[config.mk]
export PLATFORM = sky130hd
export DESIGN_NAME = vna_ram
export DESIGN_NICKNAME = d
export VERILOG_FILES = /design/src/hw/rtl/vna_ram.sv
export SDC_FILE = /design/constraint.sdc
export NUM_CORES = 1
export LEC_CHECK = 0
export ABC_AREA = 0
export BUFFER_PORTS_ARGS = -buffer_cell sky130_fd_sc_hd__clkbuf_2
export CAP_MARGIN = 20
export CELL_PAD_IN_SITES_DETAIL_PLACEMENT = 1
export CELL_PAD_IN_SITES_GLOBAL_PLACEMENT = 2
export CORE_MARGIN = 2
export CORE_UTILIZATION = 50
export DETAILED_ROUTE_END_ITERATION = 16
export HOLD_SLACK_MARGIN = 0.03
export PLACE_DENSITY = 0.9
export SYNTH_ARGS = -nofsm -noshare
export SYNTH_HDL_FRONTEND = slang
export SYNTH_SLANG_ARGS = --single-unit
export TNS_END_PERCENT = 50
[constraint.sdc]
create_clock -name clock -period 4.3 [get_ports clock]
set_input_delay 0.86 -clock clock [delete_from_list [all_inputs] [get_ports clock]]
set_output_delay 0.86 -clock clock [all_outputs]
set_load 0.005 [all_outputs]
[src/hw/rtl/vna_ram.sv]
`timescale 1ns / 1ps
// ----------------------------------------------------------------------------
// vna_ram
// Simple dual-port synchronous RAM, one write and one registered read port.
// ----------------------------------------------------------------------------
module vna_ram #(
   parameter int WIDTH = 8,
   parameter int DEPTH = 16
) (
   input  logic                     clock,
   input  logic                     wr_en,
   input  logic [$clog2(DEPTH)-1:0] wr_addr,
   input  logic [WIDTH-1:0]         wr_data,
   input  logic [$clog2(DEPTH)-1:0] rd_addr,
   output logic [WIDTH-1:0]         rd_data
);

   logic [WIDTH-1:0] mem [DEPTH];
   logic [WIDTH-1:0] rd_data_ff;

   always_ff @(posedge clock) begin
      if (wr_en) begin
         mem[wr_addr] <= wr_data;
      end
      rd_data_ff <= mem[rd_addr];
   end

   assign rd_data = rd_data_ff;

endmodule

==> results.ini, run 1 <==
[sta]
max_clock_freq_ghz = 0.445
layout_min_cycle_time_ns = 2.25
finClkSkew_ns = 0.0154
tns_ns = 0
relSlewSlack = 0.240
hold_viol = 0
rsz0062_at_grt = false
tightest_slew_ns = 1.14
fin_crit_sh = 0.522
worst_slack_ns = 2.05
setup_viol = 0
final_max_slew_viol_count = 0

[clock_tree]
cts.repair.resized = 0
root_buffer = clkbuf_8
cts_max_path_buffers = 2
clk_latency_ns = 0.53
hold_buffers = 0
h-tree-depth = 4
tritoncts = built
post-cts-setup-buffer-count = 0
cts_made_buffers = 17
cts_sinks = 136
path_clk_slew_ns = 0.06

[critical_path]
path_class = input port to flop
r2r_slack_ns = 2.81
end_kind = flop
worstReg2RegEnd = rd_data[2]$_DFF_P_
critPathMaxFanout = 21
cp-start-kind = input port
r2r.worst_path.cells = 3
critical_path_required_ns = 4.70
r2r_start = mem[1][2]$_DFFE_PP_
arrival_ns = 2.65

[grt]
grt_pass1_vias = 2661
overflow = 0
antenna_found_initial = 0
grtUsageTotal = 0.223
grt_max_degree = 33
grt_pass1_wl_mm = 16.8

[yosys]
avgSynthCellArea_sq_um = 22.5
synth-seq-area-share = 0.778
ys.flop_type = edfxtp_1
ys_types = 19
syn_inst = 229
yosysTopAreaCell = edfxtp_1
yosysWarnings = 0
syn_area_sq_mm = 0.00515
ys_top_cells_by_area = edfxtp_1 75%, mux4_2 7.9%, mux4_1 7.1%
ys_async_sr_fraction = 0
synth_edf_count = 128
synth_nets = 247
ys_ff_latch = 136
yosysTopAreaCellShare = 0.747

[cells_and_area]
layout_commonest_cell = edfxtp_1
diodes = 0
final_cell_mix = 128 x edfxtp_1, 25 x clkbuf_2, 18 x mux4_2
final_layout_size_suffix_gt1_frac = 0.265
area_growth_pct = 14.6
nets = 285

[route]
vias = 2463
route.detailed.drc = 0
wl_per_cell_microns = 26.9
viasPerCell = 5.93
routed_wl_mm = 11.2
drtPass1Iterations = 4
drt_iter0_drc = 235
drtAntennaViolNets = 0

[pwr]
power_frac_seq = 0.519
p_comb_frac = 0.046
ir_drop_mv = 0.226
power_switching_mw = 0.593
swShare = 0.206
leakage_nw = 1.97
powerDensity_mw_per_mm2 = 487
intPower_mw = 2.28
clockPowerShare = 0.435

[placed_design]
post-place-ws_ns = 1.49
port_buffers = 25
hpwl_mm = 6.94
place.gp.congestion = 0.726

[die]
top_level_ports = 26
row_count = 37
dieArea_sq_mm = 0.0111
core_sq_mm = 0.0101
die_width_microns = 105
die_y_microns = 105
start_util = 0.508

[run_status]
outcome = finished clean

[hold_path]
hold_path_depth = 3
hp-class = flop to flop
hold_end = rd_data[5]$_DFF_P_
min_from = mem[13][5]$_DFFE_PP_

[job]
maxCapViolCount = 0

==> cells in the mapped netlist, types with 2 or more instances <==
library cell	instances
edfxtp_1	128
mux4_2	18
a22oi_1	16
mux4_1	14
nor2_1	13
nand2_1	9
dfxtp_1	8
nor3_1	4
buf_2	3
buf_6	3
clkdlybuf4s25_2	3
nand2b_1	2
nand3b_1	2
==> worst max-delay path, stage by stage <==
cell and delay (ns):
clkbuf_2 0.37, buf_4 0.46, mux4_2 0.57, a22oi_1 0.30
nand2_1 0.08
==> layer usage <==
layer / vias to the layer above / GRT usage / routed length, microns
met3: 11 / 0.0717 / 577
met1: 1304 / 0.294 / 4700
met5: - / 0 / 0
met2: 96 / 0.348 / 5750
li1: 1052 / - / -
met4: 0 / 0.0867 / 143
==> worst max-delay path by stage <==
stage / from / to / slack (ns) / cells past startpoint
2_1_floorplan: wr_addr[2] / mem[0][0]$_DFFE_PP_ / 1.95 / 2
3_3_place_gp: rd_addr[0] / rd_data[1]$_DFF_P_ / 1.50 / 5
3_5_place_dp: rd_addr[0] / rd_data[1]$_DFF_P_ / 1.49 / 5
4_1_cts: rd_addr[0] / rd_data[1]$_DFF_P_ / 2.04 / 5
5_1_grt: rd_addr[0] / rd_data[1]$_DFF_P_ / 1.93 / 5
6_report: rd_addr[0] / rd_data[4]$_DFF_P_ / 2.05 / 5
==> sequential cells by signal (all words and copies together), names as in the netlist <==
register,count
mem,128
rd_data,8
==> power by group through the flow <==
stage	logic [mW]	clock network, mW	registers, mW
after CTS	0.133	1.27	1.49
after global placement	0.126	0	1.52
after global routing	0.144	1.32	1.50
final	0.132	1.25	1.49
after detailed placement	0.132	0	1.52
after floorplan	0.0752	0	1.52
==> metrics by stage <==
stage | total power, mW | utilization | instance area (sq um) | hold slack (ns) | instances
final | 2.87 | 0.582 | 5900 | 0.682 | 415
after global routing | 2.96 | 0.582 | 5900 | 0.723 | 415
after CTS | 2.89 | 0.582 | 5900 | 0.689 | 415
after detailed placement | 1.65 | 0.532 | 5390 | 0.675 | 384
after global placement | 1.64 | 0.532 | 5390 | 0.647 | 384
after floorplan | 1.59 | - | 5150 | 0.629 | 229
==> cells by family (layout without fill, tap and decap cells) <==
logic type	after synthesis	after routing	share of synthesized area
AOI/OAI and AO/OA	16	16	0.0233
buffers and inverters	10	60	0.0168
DFF	136	136	0.778
muxes	32	32	0.150
and+or+nand+nor	35	35	0.0318
==> area by class of cell <==
class	count	area, sq um
sequential	136	4000
clock inverter	13	88.8
clock buffer	18	418
tap	136	170
multi-input combinational	83	1060
timing repair buffer	29	155
fill	854	4240
(Power assumes the default switching activity.)
==> inputs of run 2 (changes only) <==
--- a/config.mk
+++ b/config.mk
@@ -11,10 +11,10 @@
 export CELL_PAD_IN_SITES_DETAIL_PLACEMENT = 1
 export CELL_PAD_IN_SITES_GLOBAL_PLACEMENT = 2
 export CORE_MARGIN = 2
-export CORE_UTILIZATION = 50
+export CORE_UTILIZATION = 43
 export DETAILED_ROUTE_END_ITERATION = 16
 export HOLD_SLACK_MARGIN = 0.03
-export PLACE_DENSITY = 0.9
+export PLACE_DENSITY = 0.83
 export SYNTH_ARGS = -nofsm -noshare
 export SYNTH_HDL_FRONTEND = slang
 export SYNTH_SLANG_ARGS = --single-unit
==> constraint.sdc (replaced) <==
create_clock -name clock -period 2 [get_ports clock]
set_input_delay 0.4 -clock clock [delete_from_list [all_inputs] [get_ports clock]]
set_output_delay 0.4 -clock clock [all_outputs]
set_load 0.005 [all_outputs]
==> run 2 against run 1 <==
Effect of this change: register-to-register slack worse by 2.2 ns; clock skew down 0.0048 ns; first-iteration DRC count down 24%; cell count up 6.0%; wire length down 5.4%; combinational power up 130%; worst setup slack worse by 1.5 ns; critical path depth unchanged.
==> results.ini, run 2 (synthesis gave the netlist of run 1 again) <==
[pwr]
leakage_nw = 2.09  ; was 1.97 nW
ir_drop_mv = 0.746  ; was 0.226 mV
powerDensity_mw_per_mm2 = 1060  ; was 487 mW/mm^2

[sta]
setup_viol = 0  ; unchanged
layout_min_cycle_time_ns = 1.44
fin_crit_sh = 0.719
finClkSkew_ns = 0.0106  ; was 0.0154 ns
tightest_slew_ns = 0.448  ; was 1.14 ns
hold_viol = 0  ; unchanged
tns_ns = 0  ; unchanged
relSlewSlack = 0.702  ; was 0.240
rsz0062_at_grt = false  ; unchanged
max_clock_freq_ghz = 0.695
final_max_slew_viol_count = 0  ; unchanged

[cells_and_area]
nets = 302  ; was 285
regArea_sq_mm = 0.00400  ; unchanged
layout_commonest_cell = edfxtp_1  ; unchanged
final_layout_size_suffix_gt1_frac = 0.313  ; was 0.265
largest_reg_flops = 128  ; unchanged
diodes = 0  ; unchanged
fin_area_sq_mm = 0.00612  ; was 0.00590 sq mm
area_growth_pct = 19.0  ; was 14.6%
largest_register = mem  ; unchanged
multi_input_area_sq_mm = 0.00106  ; about the same
fillerInstances = 1025  ; was 854
final_cell_mix = 128 x edfxtp_1, 25 x clkbuf_2, 18 x mux4_2, 18 x buf_4, 17 x clkbuf_16  ; was 128 x edfxtp_1, 25 x clkbuf_2, 18 x mux4_2

[die]
die_width_microns = 113  ; was 105 microns
top_level_ports = 26  ; unchanged
start_util = 0.445  ; was 0.508
row_count = 39  ; was 37
die_y_microns = 113  ; was 105 microns
dieArea_sq_mm = 0.0129  ; was 0.0111 sq mm
core_sq_mm = 0.0116  ; was 0.0101 sq mm

[job]
maxCapViolCount = 0  ; unchanged

[clock_tree]
clk_latency_ns = 0.42  ; was 0.53 ns
tritoncts = built  ; unchanged
cts.repair.resized = 0  ; unchanged
cts_made_buffers = 17  ; unchanged
path_clk_slew_ns = 0.06  ; about the same
cts_max_path_buffers = 2  ; unchanged
hold_buffers = 0  ; unchanged
cts_sinks = 136  ; unchanged
root_buffer = clkbuf_16  ; was clkbuf_8
post-cts-setup-buffer-count = 0  ; unchanged
h-tree-depth = 4  ; unchanged

[critical_path]
crit_family = multiplexers  ; was buffers and inverters
critical_path_required_ns = 2.30  ; was 4.70 ns
end_kind = flop  ; unchanged
critPathSlowestCell = mux4_1  ; was mux4_2
arrival_ns = 1.74  ; was 2.65 ns
worstPathCellList = clkbuf_2 -> buf_12 -> mux4_1 -> a22oi_1 -> nand2_1  ; was clkbuf_2 -> buf_4 -> mux4_2 -> a22oi_1 -> nand2_1
path_class = input port to flop  ; unchanged
path_buf_inv = 2  ; unchanged
max_stage_delay_ns = 0.59  ; was 0.57 ns
cp-start-kind = input port  ; unchanged
critPathMaxFanout = 18  ; was 21

[route]
viasPerCell = 5.62  ; was 5.93
drt_iter0_drc = 179  ; was 235
route.detailed.drc = 0  ; unchanged
drtAntennaViolNets = 0  ; unchanged
routed_wl_mm = 10.6  ; was 11.2 mm
wl_per_cell_microns = 24.0  ; was 26.9 microns
drtPass1Iterations = 4  ; unchanged
vias = 2472  ; was 2463

[grt]
grt_max_degree = 33  ; unchanged
antenna_found_initial = 0  ; unchanged
grtUsageTotal = 0.180  ; was 0.223
overflow = 0  ; unchanged
grt_pass1_vias = 2590  ; was 2661
grt_pass1_wl_mm = 16.1  ; was 16.8 mm

[placed_design]
place_area_sq_mm = 0.00556  ; was 0.00539 sq mm
port_buffers = 25  ; unchanged
hpwl_mm = 6.63  ; was 6.94 mm
place.gp.congestion = 0.732  ; was 0.726

[run_status]
outcome = finished clean  ; unchanged

[hold_path]
hp-class = input port to flop  ; was flop to flop

==> run 2: changes by cell type in the layout (fill, tap and decap cells not counted), sizes merged <==
| cell | before | now |
|---|---|---|
| buf | 4 | 21 |
| bufinv | 1 | 2 |
| clkbuf | 43 | 44 |
| clkinv | 10 | 6 |
| clkinvlp | 2 | 4 |
| inv | 0 | 1 |
==> run 2: power by group <==
group	switching (mW)	internal, mW	leakage (nW)
Combinational	0.168	0.133	0.599
Sequential	0.0195	3.19	1.22
Clock	1.13	1.82	0.264
Total	1.32	5.14	2.09
==> run 2: worst paths after layout <==
path	from	end	slack, ns	cells after the start
max reg2reg	mem[1][1]$_DFFE_PP_	rd_data[1]$_DFF_P_	0.59	3
min reg2reg	mem[12][3]$_DFFE_PP_	rd_data[3]$_DFF_P_	0.68	3
min	wr_data[6]	mem[6][6]$_DFFE_PP_	0.42	1
max	rd_addr[0]	rd_data[1]$_DFF_P_	0.56	5
==> run 2: layer usage <==
layer  wire length [microns]  track usage
met4                     138       0.0764
met1                    4540        0.232
met3                     482       0.0478
met5                       0            0
met2                    5410        0.294
==> run 2: final cells by class <==
| type | count | share of cell area |
|---|---|---|
| well taps | 143 | 0.0292 |
| clock buffers | 19 | 0.0707 |
| clock inverters | 13 | 0.0213 |
| multi-input cells | 83 | 0.173 |
| repair buffers | 46 | 0.0523 |
| flip-flops and latches | 136 | 0.654 |
==> run 2: through the flow <==
step | utilization | power, mW | cells | setup WS [ns] | hold WS (ns)
after floorplan | - | 3.42 | 229 | 0.107 | 0.499
after global placement | 0.481 | 3.55 | 408 | 0.190 | 0.646
after detailed placement | 0.481 | 3.57 | 408 | 0.174 | 0.668
after CTS | 0.529 | 6.50 | 440 | 0.583 | 0.401
after global routing | 0.529 | 6.63 | 440 | 0.482 | 0.448
final | 0.529 | 6.46 | 440 | 0.561 | 0.416
