### src/hw/rtl/vna_pkg.sv
`timescale 1ns / 1ps
// ----------------------------------------------------------------------------
// vna_pkg
// Shared constants, codes, state types and helpers of the vertex normal
// accumulator.
// ----------------------------------------------------------------------------
package vna_pkg;

   localparam int VERTEX_COUNT = 4096;
   localparam int COORD_BITS   = 16;
   localparam int SUM_BITS     = 48;

   localparam int ADDR_BITS    = $clog2(VERTEX_COUNT);
   localparam int INDEX_BITS   = 12;
   localparam int FIELD_BITS   = 16;
   localparam int UNIT_BITS    = 16;

   localparam int POS_BITS     = 3 * COORD_BITS;
   localparam int SUMS_BITS    = 3 * SUM_BITS;
   localparam int EDGE_BITS    = COORD_BITS + 1;
   localparam int PROD_BITS    = 2 * EDGE_BITS;
   localparam int CROSS_BITS   = PROD_BITS + 1;
   localparam int ADD_BITS     = ((SUM_BITS > CROSS_BITS) ? SUM_BITS : CROSS_BITS) + 1;

   localparam int NORM_TOP     = 29;
   localparam int MAG_BITS     = NORM_TOP + 1;
   localparam int SQ_BITS      = 2 * MAG_BITS;
   localparam int LEN2_BITS    = SQ_BITS + 2;
   localparam int ROOT_BITS    = MAG_BITS + 1;
   localparam int FRAC_SHIFT   = 14;
   localparam int QUOT_BITS    = 16;
   localparam int QSTEP_BITS   = $clog2(QUOT_BITS);
   localparam int DIV_BITS     = ROOT_BITS + QUOT_BITS - 1;

   localparam logic [UNIT_BITS-1:0] UNIT_ONE = 16'd16384;

   localparam logic signed [24:0] COORD_HI =
      25'((64'sd1 <<< (COORD_BITS - 1)) - 64'sd1);
   localparam logic signed [24:0] COORD_LO = -COORD_HI - 25'sd1;

   localparam logic signed [ADD_BITS-1:0] SUM_HI =
      ADD_BITS'((65'sd1 <<< (SUM_BITS - 1)) - 65'sd1);
   localparam logic signed [ADD_BITS-1:0] SUM_LO = -SUM_HI - ADD_BITS'(1);

   // operation codes
   localparam logic [1:0] OP_LOAD     = 2'd0;
   localparam logic [1:0] OP_TRIANGLE = 2'd1;
   localparam logic [1:0] OP_READ     = 2'd2;

   typedef enum logic [3:0] {
      ST_CLEAR,
      ST_IDLE,
      ST_TRI_A,
      ST_TRI_B,
      ST_TRI_C,
      ST_TRI_EDGE,
      ST_TRI_MUL,
      ST_ACC_RD,
      ST_ACC_WR,
      ST_RD_SUM,
      ST_RD_START,
      ST_RD_WAIT,
      ST_RD_OUT
   } top_state_type;

   typedef enum logic [2:0] {
      N_IDLE,
      N_CHECK,
      N_SHIFT,
      N_SQUARE,
      N_ROOT,
      N_DIV_INIT,
      N_DIV_STEP,
      N_DONE
   } norm_state_type;

   typedef struct packed {
      logic                        degenerate;
      logic [2:0][UNIT_BITS-1:0]   comp;
   } normal_type;

   function automatic logic signed [COORD_BITS-1:0] clamp_coord(
      input logic [FIELD_BITS-1:0] raw
   );
      logic signed [24:0] wide;
      wide = 25'($signed(raw));
      if (wide > COORD_HI) begin
         wide = COORD_HI;
      end else if (wide < COORD_LO) begin
         wide = COORD_LO;
      end
      return COORD_BITS'(wide);
   endfunction

   function automatic logic in_range(input logic [INDEX_BITS-1:0] idx);
      return 32'(idx) < 32'(VERTEX_COUNT);
   endfunction

   function automatic logic [ADDR_BITS-1:0] to_addr(input logic [INDEX_BITS-1:0] idx);
      return ADDR_BITS'(idx);
   endfunction

endpackage

### src/hw/rtl/vna_norm.sv
`timescale 1ns / 1ps
// ----------------------------------------------------------------------------
// vna_norm
// Iterative unit normaliser: magnitude alignment, sum of squares, bit-serial
// square root and restoring division for each component.
// ----------------------------------------------------------------------------
module vna_norm (
   input  logic                        clock,
   input  logic                        reset,
   input  logic                        start,
   input  logic [vna_pkg::SUMS_BITS-1:0] sums,
   output logic                        done,
   output vna_pkg::normal_type         result
);
   import vna_pkg::*;

   norm_state_type state_ff, state_in;

   logic [2:0][SUM_BITS-1:0]  mag_ff;
   logic [2:0]                neg_ff;
   logic [1:0]                sq_step_ff;
   logic [SQ_BITS-1:0]        sq_ff;
   logic [LEN2_BITS-1:0]      len2_ff;
   logic [LEN2_BITS-1:0]      rad_ff;
   logic [LEN2_BITS-1:0]      root_ff;
   logic [LEN2_BITS-1:0]      bit_ff;
   logic [1:0]                comp_ff;
   logic [QSTEP_BITS-1:0]     qstep_ff;
   logic [DIV_BITS-1:0]       rem_ff;
   logic [DIV_BITS-1:0]       dsh_ff;
   logic [QUOT_BITS-1:0]      quot_ff;
   normal_type                res_ff;

   logic                      any_above;
   logic                      any_top;
   logic                      all_zero;
   logic [LEN2_BITS-1:0]      trial;
   logic                      root_ge;
   logic                      div_ge;
   logic [QUOT_BITS-1:0]      quot_next;
   logic [UNIT_BITS-1:0]      q_clamped;
   logic [ROOT_BITS-1:0]      len;

   always_comb begin
      any_above = 1'b0;
      any_top   = 1'b0;
      all_zero  = 1'b1;
      for (int k = 0; k < 3; k++) begin
         any_above = any_above | (|(mag_ff[k] >> (NORM_TOP + 1)));
         any_top   = any_top | mag_ff[k][NORM_TOP];
         all_zero  = all_zero & (mag_ff[k] == '0);
      end
   end

   assign trial     = root_ff + bit_ff;
   assign root_ge   = rad_ff >= trial;
   assign len       = root_ff[ROOT_BITS-1:0];
   assign div_ge    = rem_ff >= dsh_ff;
   assign quot_next = {quot_ff[QUOT_BITS-2:0], div_ge};
   assign q_clamped = (UNIT_BITS'(quot_next) > UNIT_ONE) ? UNIT_ONE : UNIT_BITS'(quot_next);

   // next state
   always_comb begin
      state_in = state_ff;
      unique case (state_ff)
         N_IDLE:     if (start) state_in = N_CHECK;
         N_CHECK:    state_in = all_zero ? N_DONE : N_SHIFT;
         N_SHIFT:    if (!any_above && any_top) state_in = N_SQUARE;
         N_SQUARE:   if (sq_step_ff == 2'd3) state_in = N_ROOT;
         N_ROOT:     if (bit_ff[0]) state_in = N_DIV_INIT;
         N_DIV_INIT: state_in = N_DIV_STEP;
         N_DIV_STEP: begin
            if (qstep_ff == QSTEP_BITS'(QUOT_BITS - 1)) begin
               state_in = (comp_ff == 2'd2) ? N_DONE : N_DIV_INIT;
            end
         end
         N_DONE:     state_in = N_IDLE;
         default:    state_in = N_IDLE;
      endcase
   end

   // outputs
   always_comb begin
      done   = (state_ff == N_DONE);
      result = res_ff;
   end

   always_ff @(posedge clock) begin
      if (reset) begin
         state_ff <= N_IDLE;
      end else begin
         state_ff <= state_in;
      end

      unique case (state_ff)
         N_IDLE: begin
            for (int k = 0; k < 3; k++) begin
               neg_ff[k] <= sums[k*SUM_BITS + SUM_BITS - 1];
               mag_ff[k] <= sums[k*SUM_BITS + SUM_BITS - 1]
                            ? (SUM_BITS'(0) - sums[k*SUM_BITS +: SUM_BITS])
                            : sums[k*SUM_BITS +: SUM_BITS];
            end
         end
         N_CHECK: begin
            res_ff.degenerate <= all_zero;
            res_ff.comp       <= '0;
         end
         N_SHIFT: begin
            // align the largest magnitude to the top bit position
            if (any_above) begin
               for (int k = 0; k < 3; k++) mag_ff[k] <= mag_ff[k] >> 1;
            end else if (!any_top) begin
               for (int k = 0; k < 3; k++) mag_ff[k] <= mag_ff[k] << 1;
            end
            sq_step_ff <= '0;
            len2_ff    <= '0;
         end
         N_SQUARE: begin
            if (sq_step_ff != 2'd3) begin
               sq_ff  <= SQ_BITS'(mag_ff[0][MAG_BITS-1:0]) * SQ_BITS'(mag_ff[0][MAG_BITS-1:0]);
               mag_ff <= {mag_ff[0], mag_ff[2:1]};
            end
            if (sq_step_ff != 2'd0) begin
               len2_ff <= len2_ff + LEN2_BITS'(sq_ff);
            end
            sq_step_ff <= sq_step_ff + 2'd1;
            rad_ff     <= len2_ff + LEN2_BITS'(sq_ff);
            root_ff    <= '0;
            bit_ff     <= LEN2_BITS'(1) << (LEN2_BITS - 2);
         end
         N_ROOT: begin
            if (root_ge) begin
               rad_ff  <= rad_ff - trial;
               root_ff <= (root_ff >> 1) + bit_ff;
            end else begin
               root_ff <= root_ff >> 1;
            end
            bit_ff  <= bit_ff >> 2;
            comp_ff <= '0;
         end
         N_DIV_INIT: begin
            rem_ff   <= DIV_BITS'({mag_ff[0][MAG_BITS-1:0], FRAC_SHIFT'(0)}) +
                        DIV_BITS'(len >> 1);
            dsh_ff   <= DIV_BITS'(len) << (QUOT_BITS - 1);
            quot_ff  <= '0;
            qstep_ff <= '0;
         end
         N_DIV_STEP: begin
            if (div_ge) begin
               rem_ff <= rem_ff - dsh_ff;
            end
            dsh_ff   <= dsh_ff >> 1;
            quot_ff  <= quot_next;
            qstep_ff <= qstep_ff + QSTEP_BITS'(1);
            if (qstep_ff == QSTEP_BITS'(QUOT_BITS - 1)) begin
               // components enter at the top and move down
               res_ff.comp[2] <= neg_ff[0] ? (UNIT_BITS'(0) - q_clamped) : q_clamped;
               res_ff.comp[1] <= res_ff.comp[2];
               res_ff.comp[0] <= res_ff.comp[1];
               mag_ff  <= {mag_ff[0], mag_ff[2:1]};
               neg_ff  <= {neg_ff[0], neg_ff[2:1]};
               comp_ff <= comp_ff + 2'd1;
            end
         end
         N_DONE: begin
         end
         default: begin
         end
      endcase
   end

endmodule

### config.mk
export PLATFORM = sky130hd
export DESIGN_NAME = vna_norm
export DESIGN_NICKNAME = d
export VERILOG_FILES = /design/src/hw/rtl/vna_pkg.sv /design/src/hw/rtl/vna_norm.sv
export SDC_FILE = /design/constraint.sdc
export NUM_CORES = 2
export LEC_CHECK = 0
export ABC_AREA = 1
export BUFFER_PORTS_ARGS = -buffer_cell sky130_fd_sc_hd__buf_2
export CAP_MARGIN = 20
export CORE_ASPECT_RATIO = 1.2
export CORE_UTILIZATION = 35
export CTS_BUF_LIST = sky130_fd_sc_hd__clkbuf_8
export DETAILED_ROUTE_END_ITERATION = 16
export PLACE_DENSITY = 0.5
export RECOVER_POWER = 50
export SKIP_CTS_REPAIR_TIMING = 1
export SLEW_MARGIN = 10
export SYNTH_ARGS = -nofsm -noshare
export SYNTH_HDL_FRONTEND = slang
export SYNTH_SLANG_ARGS = --single-unit
### constraint.sdc
create_clock -name clock -period 10.7 [get_ports clock]
set_clock_uncertainty 0.05 [all_clocks]
set_input_delay 2.14 -clock clock [delete_from_list [all_inputs] [get_ports clock]]
set_output_delay 2.14 -clock clock [all_outputs]
set_load 0.01 [all_outputs]
==> Implementation_results.wiki <==
{| class="wikitable"
! Metric !! Value
|-
| Number of antenna violations at the first check in global routing || 27
|-
| Clk pin slew, worst setup/hold paths || ~0.07 ns
|-
| Pin slew with the least headroom to its limit || 4.09 ns
|-
| Hold Fails Final Rpt || 0
|-
| Number of vias per cell || about 5.1
|-
| Number of warnings printed during yosys synthesis || 0
|-
| Sequential element share of the synthesized area || around a quarter
|-
| GRT Resource Usage Total || 26.0%
|-
| Height of the die || about 500 microns
|-
| Fin worst setup slack || ~1.9 ns
|-
| Number of flops mapped to enable cells by yosys || just under 600
|-
| Total area of sequential cells || approximately 18000 sq um
|-
| Die width || between 400 and 500 microns
|-
| Maximum clock path buffer count || 3
|-
| Class of the tightest hold or removal check || reg -> reg
|-
| TritonCTS clock tree || built
|-
| Most common cell after layout, fill and taps aside || inv_1
|-
| Sum of net half-perimeters after detailed placement || ~230000 microns
|-
| Cell occurring most often along the worst timing path || fa_1
|-
| Post-synthesis average cell area || around 7.7 sq um
|-
| RSZ-0062 raised after global routing || no
|-
| Worst setup slack after placement || 2.39 ns
|-
| Longest individual stage delay on the worst path || ~1.7 ns
|-
| Starting density of the core || 35.2%
|-
| Number of primary I/O pins || between 150 and 200
|-
| Max_cap viols || 24
|-
| Layout cell share with drive strength beyond 1 || 5.53%
|-
| Summed instance area of the synthesized netlist || 73600 sq um
|-
| Minimum clock period || 8.85 ns
|-
| Number of different library cells in the post-synthesis netlist || 74
|-
| Number of nets in the layout || roughly 11000
|-
| Clock Root Buffer || clkbuf_8
|-
| Final estimated routing congestion in global placement || around 0.95
|-
| Maximum number of pins on one net before global-route repair || just over 90
|-
| Cell count after synthesis || around 9600
|-
| Master of the slowest instance on the critical path || clkbuf_1
|-
| Number of slew-limit violations in the final report || 1209
|-
| Worst Hold Launch || neg_ff[2]
|-
| Critical Path Source || mag_ff[0]
|-
| Worst setup SP type || flop
|-
| Clock latency on the worst-skew pair || 0.95 ns
|-
| Level count of the clock H-tree || 3
|-
| Critical path endpoint category || flop
|-
| Final antenna-violating net count || 0
|-
| Violations in the final reports || max-capacitance violations, max-slew violations
|-
| Total length of routed wires || ~280000 microns
|-
| Wire length of the first global-routing pass || approximately 420000 microns
|-
| Main synth FF type || edfxtp_1
|-
| Crit path max fanout || 30
|-
| Layout fillers || around 22000
|-
| Relative area change from synthesis to final layout || 8.58%
|-
| Reg-to-reg critical path startpoint || mag_ff[0]
|-
| Portion of the clock cycle consumed by the worst path in the final layout || 82.7%
|-
| Worst slew slack as a fraction of its limit || -172%
|-
| Final total negative setup slack || 0 ns
|-
| Vias || 64847
|-
| Routed WL per cell || 22.0 microns
|-
| Number of cell rows || between 150 and 200
|-
| Number of CTS-inserted buffers || 114
|-
| Most used cells in the layout excluding fill and tap cells || 2075 x inv_1, 1793 x nand2_1, 919 x nor2_1
|-
| Crit path DAT || ~9.5 ns
|-
| Result of the run || finished, violations left
|-
| Count of unresolved DRC violations after routing || 0
|-
| Maximum clock rate || between 0.1 and 0.15 GHz
|-
| Count of routing violations after the opening detailed-route iteration || between 4000 and 5000
|-
| Share of synthesized flip-flops with an asynchronous set or reset || 0%
|-
| CP required || between 10 and 15 ns
|-
| Net Count, Synth || approximately 11000
|-
| Multi-input combinational cell area || around 47000 sq um
|-
| Core Area || approximately 210000 sq um
|-
| Count of final setup violators || 0
|-
| Vias in the first global route || about 66000
|-
| Yosys reg bits || 590
|-
| CP Class || reg -> reg
|-
| GR Overflow Total || 0
|-
| Port Buffers || 196
|-
| Count of TritonRoute iterations in the first routing pass || 6
|-
| Die ar. || around 210000 sq um
|-
| Sink Count || 590
|}
layout make-up:
class	count	share of cell area, %
multi-input cells	6659	59.0
well taps	2790	4.37
inverters	2072	9.74
repair buffers	272	1.87
flip-flops and latches	590	22.1
clock buffers	114	1.96
diodes	8	0.0250
clock inverters	88	0.899
final timing paths:
check | endpoint | slack, ns | depth (start not counted)
max | sq_ff[58] | 1.85 | 26
max reg2reg | sq_ff[58] | 1.85 | 26
min reg2reg | neg_ff[1] | 0.49 | 2
min | neg_ff[1] | 0.49 | 2
cells in the mapped netlist (95+ instances only):
library cell  number  area share (%)
inv_1           2054              10
nand2_1         1796             9.2
nor2_1           921             4.7
fa_1             698              19
o21ai_0          627             4.3
a21oi_1          596             4.1
edfxtp_1         587              24
ha_1             518             8.8
nand3_1          331             2.3
clkbuf_1         173            0.88
xor2_1           148             1.8
xnor2_1          126             1.5
nor3_1            95            0.65
kinds of logic after synthesis:
logic type,after synthesis,share of synthesized area (%)
and+or+nand+nor,3423,19.4
xor gates and xnor gates,274,3.26
AOI/OAI and AO/OA,1745,13.6
adders and majority gates,1216,27.8
DFF,590,24.0
muxes,1,0.0136
buffers and inverters,2320,12.0
state kept, by name, summed over array words and instances, names as in the netlist:
name        count
sq_step_ff      2
state_ff        3
root_ff        62
rad_ff         62
quot_ff        15
sq_ff          59
dsh_ff         46
qstep_ff        4
neg_ff          3
comp_ff         2
rem_ff         46
result         49
len2_ff        62
mag_ff        144
bit_ff         31
through the flow:
stage | util, % | cell area [sq um] | hold slack [ns] | instances
2_1_floorplan | - | 73600 | 0.450 | 9569
3_3_place_gp | 37.2 | 77800 | 0.468 | 12383
3_5_place_dp | 37.2 | 77800 | 0.487 | 12383
4_1_cts | 38.2 | 80000 | 0.499 | 12585
5_1_grt | 38.2 | 79900 | 0.508 | 12587
6_report | 38.2 | 79900 | 0.492 | 12593
critical path, delay by kind of cell (launching register included):
family	cells	cell delay, ns
adders and majority gates	9	4.40
buffers and inverters	5	1.89
AOI/OAI and AO/OA	6	1.26
and+or+nand+nor	6	0.63
DFF	1	0.32
metal layers:
layer | vias to the layer above | global-route usage (%) | wire length [microns]
met5 | - | 0 | 253
met4 | 36 | 11.3 | 13300
met3 | 475 | 2.79 | 11900
met2 | 1752 | 45.5 | 137000
met1 | 31481 | 32.1 | 114000
li1 | 31103 | - | -
Power is left out: the tool's default activity adds up to more than one toggle a clock period on the data nets, which glitch-free logic cannot reach.
